$ cat config.mk
export PLATFORM = sky130hd
export DESIGN_NAME = igqdp_ctrl
export DESIGN_NICKNAME = d
export VERILOG_FILES = /design/src/sv/igqdp_pkg.sv /design/src/sv/igqdp_ctrl.sv
export VERILOG_INCLUDE_DIRS = /design/src /design/src/sv
export SDC_FILE = /design/constraint.sdc
export NUM_CORES = 1
export LEC_CHECK = 0
export BUFFER_PORTS_ARGS = -buffer_cell sky130_fd_sc_hd__buf_2
export CAP_MARGIN = 20
export CORE_AREA = 2 2 39 41
export CTS_CLUSTER_DIAMETER = 100
export DETAILED_ROUTE_END_ITERATION = 10
export DIE_AREA = 0 0 41 43
export PLACE_DENSITY = 0.59
export SLEW_MARGIN = 15
export SYNTH_ARGS = -nofsm -noshare
export SYNTH_HDL_FRONTEND = slang
export SYNTH_SLANG_ARGS = --single-unit
$ cat constraint.sdc
create_clock -name i_clk -period 2.5 [get_ports i_clk]
set_input_delay 0 -clock i_clk [delete_from_list [all_inputs] [get_ports i_clk]]
set_output_delay 0 -clock i_clk [all_outputs]
set_load 0.05 [all_outputs]
$ cat src/sv/int4_group_quant_dot_product_unit_macros.svh
// assertion macros shared by the igqdp modules
// both expect i_clk and i_rst_n in the enclosing module
`ifndef INT4_GROUP_QUANT_DOT_PRODUCT_UNIT_MACROS_SVH
`define INT4_GROUP_QUANT_DOT_PRODUCT_UNIT_MACROS_SVH

// property checked at every clock edge outside reset
`define IGQDP_ASSERT(label, prop) \
    label: assert property (@(posedge i_clk) disable iff (!i_rst_n) prop) \
        else $error("igqdp assertion failed");

// condition that must hold in the cycle after a trigger
`define IGQDP_ASSERT_NEXT(label, trig, cond) \
    `IGQDP_ASSERT(label, (trig) |=> (cond))

`endif

$ cat src/sv/igqdp_pkg.sv
package igqdp_pkg;

    // default sizing
    localparam int MAX_IN_DIM_DEF = 8192;
    localparam int LANES_DEF      = 16;

    // fixed field geometry
    localparam int MAX_LANES  = 16;
    localparam int ITEM_DOT_W = 16;   // sum of 16 products in [-1016, 1024]
    localparam int ITEM_XS_W  = 12;   // sum of 16 int8 values

    // weight decode
    localparam logic [3:0]        NIB_MASK    = 4'hF;
    localparam logic signed [4:0] ZERO_OFFSET = 5'sd8;

    // reset value of the activation scale, 1.0 in Q8.24
    localparam logic [31:0] ACT_SCALE_RST = 32'h0100_0000;

    // coefficient times group term, Q.58 down to Q.24
    localparam int PROD_W    = 128;
    localparam int RND_BIT   = 33;
    localparam int TERM_LSB  = 34;
    localparam int TERM_MSB  = TERM_LSB + 63;

    localparam logic [63:0] INT64_MAX = 64'h7FFF_FFFF_FFFF_FFFF;
    localparam logic [63:0] INT64_MIN = 64'h8000_0000_0000_0000;

    // input transaction
    typedef struct packed {
        logic [63:0]        weights_packed;
        logic [63:0]        acts_low;
        logic [63:0]        acts_high;
        logic [4:0]         valid_count;
        logic signed [31:0] weight_scale;
        logic signed [15:0] zero_minus_eight;
        logic               group_end;
        logic               row_end;
    } t_in_item;

    // output transaction
    typedef struct packed {
        logic signed [63:0] row_value;
        logic               saturated;
    } t_out_item;

    // controller to datapath
    typedef struct packed {
        logic load;
        logic lane;
        logic gacc;
        logic coef;
        logic tsub;
        logic mag;
        logic mul;
        logic round;
        logic radd;
        logic emit;
    } t_dp_cmd;

    // datapath to controller
    typedef struct packed {
        logic group_close;
        logic row_end;
        logic last_step;
    } t_dp_stat;

endpackage

$ cat src/sv/igqdp_ctrl.sv
`include "int4_group_quant_dot_product_unit_macros.svh"

module igqdp_ctrl import igqdp_pkg::*; (
    input  logic     i_clk,
    input  logic     i_rst_n,
    input  logic     i_valid,
    output logic     o_stall,
    output logic     o_valid,
    input  logic     i_stall,
    input  t_dp_stat i_stat,
    output t_dp_cmd  o_cmd
);

    localparam logic [3:0] S_IDLE  = 4'd0;
    localparam logic [3:0] S_LANE  = 4'd1;
    localparam logic [3:0] S_GACC  = 4'd2;
    localparam logic [3:0] S_COEF  = 4'd3;
    localparam logic [3:0] S_TSUB  = 4'd4;
    localparam logic [3:0] S_MAG   = 4'd5;
    localparam logic [3:0] S_MUL   = 4'd6;
    localparam logic [3:0] S_DRAIN = 4'd7;
    localparam logic [3:0] S_ROUND = 4'd8;
    localparam logic [3:0] S_RADD  = 4'd9;
    localparam logic [3:0] S_EMIT  = 4'd10;

    logic [3:0] r_state;
    logic [3:0] n_state;
    logic       r_out_valid;
    logic       n_out_valid;
    logic       in_take;
    logic       out_take;
    logic       out_free;

    assign in_take  = i_valid & ~o_stall;
    assign out_take = r_out_valid & ~i_stall;
    assign out_free = ~r_out_valid | ~i_stall;

    // sequencer
    always_comb begin
        n_state = r_state;
        o_cmd   = '0;
        unique case (r_state)
            S_IDLE: begin
                if (in_take) begin
                    o_cmd.load = 1'b1;
                    n_state    = S_LANE;
                end
            end
            S_LANE: begin
                o_cmd.lane = 1'b1;
                n_state    = S_GACC;
            end
            S_GACC: begin
                o_cmd.gacc = 1'b1;
                n_state    = i_stat.group_close ? S_COEF : S_IDLE;
            end
            S_COEF: begin
                o_cmd.coef = 1'b1;
                n_state    = S_TSUB;
            end
            S_TSUB: begin
                o_cmd.tsub = 1'b1;
                n_state    = S_MAG;
            end
            S_MAG: begin
                o_cmd.mag = 1'b1;
                n_state   = S_MUL;
            end
            S_MUL: begin
                o_cmd.mul = 1'b1;
                if (i_stat.last_step) begin
                    n_state = S_DRAIN;
                end
            end
            S_DRAIN: begin
                n_state = S_ROUND;
            end
            S_ROUND: begin
                o_cmd.round = 1'b1;
                n_state     = S_RADD;
            end
            S_RADD: begin
                o_cmd.radd = 1'b1;
                n_state    = i_stat.row_end ? S_EMIT : S_IDLE;
            end
            S_EMIT: begin
                if (out_free) begin
                    o_cmd.emit = 1'b1;
                    n_state    = S_IDLE;
                end
            end
            default: begin
                n_state = S_IDLE;
            end
        endcase
    end

    // output register valid
    always_comb begin
        n_out_valid = r_out_valid;
        if (o_cmd.emit) begin
            n_out_valid = 1'b1;
        end else if (out_take) begin
            n_out_valid = 1'b0;
        end
    end

    always_ff @(posedge i_clk) begin
        if (!i_rst_n) begin
            r_state     <= S_IDLE;
            r_out_valid <= 1'b0;
        end else begin
            r_state     <= n_state;
            r_out_valid <= n_out_valid;
        end
    end

    assign o_stall = r_state != S_IDLE;
    assign o_valid = r_out_valid;

    // a pending result is never overwritten
    `IGQDP_ASSERT(a_no_overwrite, (r_out_valid && i_stall) |-> !o_cmd.emit)
    // a result appears only after the output register was loaded
    `IGQDP_ASSERT(a_valid_from_emit, $rose(o_valid) |-> $past(o_cmd.emit))
    // only a row end produces a result
    `IGQDP_ASSERT(a_emit_row_end, o_cmd.emit |-> i_stat.row_end)

endmodule
==> flow_summary.json <==
{
  "overflow": 0,
  "stdcell_area_um2": 509.2,
  "final-setup-viol-count": 0,
  "portBuffers": 18,
  "post_cts_resize_count": 0,
  "drtIter0Drc": 5,
  "critical-path-top-delay-family": "flip-flops",
  "postSynthCellCount": 50,
  "min_path_type": "in -> reg",
  "fmaxAchievable_mhz": 672.8,
  "syn_to_final_growth_pct": 25.23,
  "crit_path_buffers_inverters": 1,
  "timing.hold.worst_path_depth": 3,
  "cts_tree": "yes",
  "worstSetupPathType": "reg -> out",
  "drc_errors": 0,
  "die_span_x_um": 41,
  "critical_path_arrival_ps": 1490,
  "rsz0062_at_grt": "no",
  "max-clock-path-buffers": 2,
  "grt_max_degree": 12,
  "wl_per_cell_um": 9.976,
  "cts_made_buffers": 3,
  "drt-total-wl_um": 838,
  "clk_pin_slew_worst_paths_ps": 50,
  "synth_top_cells_by_area": "sky130_fd_sc_hd__dfxtp_1, sky130_fd_sc_hd__nor2_1, sky130_fd_sc_hd__o32ai_4",
  "hold_violations": 0,
  "p_total_uw": 275.6,
  "worst_slew_margin_rel_pct": 78.28,
  "max_cap_viol_count": 0,
  "critPathMaxStageDelay_ps": 510,
  "h-tree-depth": 1,
  "ys_types": 26,
  "final.setup_skew_ps": 4.862,
  "detail_route.vias_per_cell": 4.536,
  "synthFlopType": "sky130_fd_sc_hd__dfxtp_1",
  "synth-warning-count": 0,
  "rows": 14,
  "grt.total_usage_pct": 10.56,
  "drtAntennaViolNets": 0,
  "worst-path-max-fanout": 10,
  "hold_end": "r_state[1]",
  "clk_latency_ps": 250,
  "cp-start-kind": "flop",
  "yosysMostFrequentCell": "sky130_fd_sc_hd__nor2_1",
  "utilization_pct": 36.80,
  "timing.critical_path.cells": "nand4bb_1 > a21oi_1 > buf_2",
  "clk_root_buffer_cell": "sky130_fd_sc_hd__clkbuf_4",
  "min-delay-start": "i_rst_n",
  "grt_antenna_before_repair": 0,
  "coreArea_um2": 1384,
  "synth-seq-cells": 5,
  "p_leak_nw": 0.2391,
  "layout-drive-gt1-share_pct": 44.12,
  "effective_utilization_at_floorplan_pct": 29.39,
  "cp_data_required_time_ps": 2500,
  "worst-r2r-cell-count": 3,
  "run_status": "finished, final reports clean",
  "power_per_cell_area_nw_per_um2": 541.1,
  "syn-num-nets": 57,
  "ir_worst_vdd_uv": 163.2,
  "antenna_cells_inserted": 0,
  "drt_pre_antenna_iters": 3,
  "netlist.top_cell.by_area": "sky130_fd_sc_hd__dfxtp_1",
  "grt_first_pass_wirelength_mm": 1.200,
  "routed-via-count": 381,
  "r2r_setup_slack_ps": 1200,
  "total_number_of_nets_in_the_final_design": 76,
  "final.min_clock_period_ps": 1486,
  "critical_path.slowest_cell": "sky130_fd_sc_hd__dfxtp_1",
  "synth.avg_cell_area_um2": 8.133,
  "fp.dieH_um": 43,
  "maxSlewViolCount": 0,
  "timing.setup.tns_ps": 0,
  "number_of_enable_type_register_cells_in_the_synthesized_netlist": 0,
  "synth_top_area_share_pct": 24.62,
  "syn_area_um2": 406.6,
  "dp.final_hpwl_um": 646.6,
  "synthTopCellsByCount": "sky130_fd_sc_hd__nor2_1, sky130_fd_sc_hd__dfxtp_1, sky130_fd_sc_hd__nand2_1, sky130_fd_sc_hd__nand2b_1, sky130_fd_sc_hd__a21oi_1",
  "ys_async_sr_fraction_pct": 0,
  "gp_congestion": 0.6799,
  "crit-reg2reg-capture": "r_state[0]",
  "cts_setup_buffers": 0,
  "postPlaceCellArea_um2": 481.7,
  "cts_sinks": 5,
  "pin_count": 19,
  "fp.dieArea_um2": 1763,
  "synth.yosys.seq_area_share_pct": 24.62,
  "rr_startpoint": "r_state[0]",
  "cts_hold_repair_buffers": 0,
  "cp-end-kind": "output pin",
  "timing.final.crit_share_pct": 59.45,
  "grt_pass1_vias": 305,
  "worst-slew-pin-transition_ps": 325.3
}
-- final cells by class --
type | count | area, um^2
multi-input cells | 40 | 267.8
fillers | 156 | 874.6
flip-flops and latches | 5 | 100.1
inverters | 1 | 3.754
well taps | 16 | 20.02
clock inverters | 1 | 5.005
clock buffers | 3 | 22.52
repair buffers | 18 | 90.09
-- how the worst max path moves through the flow --
stage / slack (ps) / endpoint / from / cells after the start
detailed placement: 1200 / r_state[0] / r_state[0] / 3
global route: 950 / o_cmd[0] / r_state[3] / 3
finish: 1010 / o_cmd[0] / r_state[3] / 3
global placement: 1250 / r_state[0] / r_state[0] / 3
floorplan: 1140 / o_cmd[3] / r_state[0] / 3
CTS: 1020 / o_cmd[0] / r_state[3] / 3
-- registers in the layout (all words and copies together), names as in the netlist --
register,count
r_state,4
o_valid,1
-- layer usage --
metal	up-vias	routed length [um]	GRT usage [%]
met5	-	0	0
met4	0	15	10.00
met3	2	59	1.571
met2	13	364	15.63
met1	159	399	11.97
li1	207	-	-
-- where the power goes --
group | switching (mW) | internal (mW) | total [mW]
clock | 0.0365 | 0.0580 | 0.0946
combinational | 0.0604 | 0.0273 | 0.0877
sequential | 0.00936 | 0.0839 | 0.0933
total | 0.106 | 0.169 | 0.276
-- per-stage QoR --
step                worst slack [ps]  hold slack, ps  cells
finish                          1014           35.83     84
global route                   945.4           40.55     84
CTS                             1023           37.55     84
detailed placement              1204           305.7     80
global placement                1246           304.1     80
floorplan                       1145           97.78     50
-- layout by cell type, fill, tap and decap left out, types with 2 or more instances in the layout --
cell type                   n
sky130_fd_sc_hd__buf_2     18
sky130_fd_sc_hd__nor2_1     9
sky130_fd_sc_hd__dfxtp_1    5
sky130_fd_sc_hd__nand2b_1   4
sky130_fd_sc_hd__nand2_1    4
sky130_fd_sc_hd__a21oi_1    3
sky130_fd_sc_hd__clkbuf_4   3
sky130_fd_sc_hd__and3_1     2
sky130_fd_sc_hd__nand2_2    2
sky130_fd_sc_hd__nor3b_1    2
-- logic make-up (layout without fill, tap and decap cells) --
kind of cell	count (synthesis)	after routing	share of synthesized area (%)
compound gates	12	12	27.69
xor+xnor	1	1	2.154
buf+inv	5	23	9.537
flops	5	5	24.62
simple gates	27	27	36.00
-- worst min-delay path: cells and delay by family --
| family | cells | cell delay, ps |
|---|---|---|
| compound gates | 1 | 50 |
| simple gates | 1 | 60 |
| buf+inv | 1 | 140 |
Note: power is estimated with default switching activity, not from simulation.
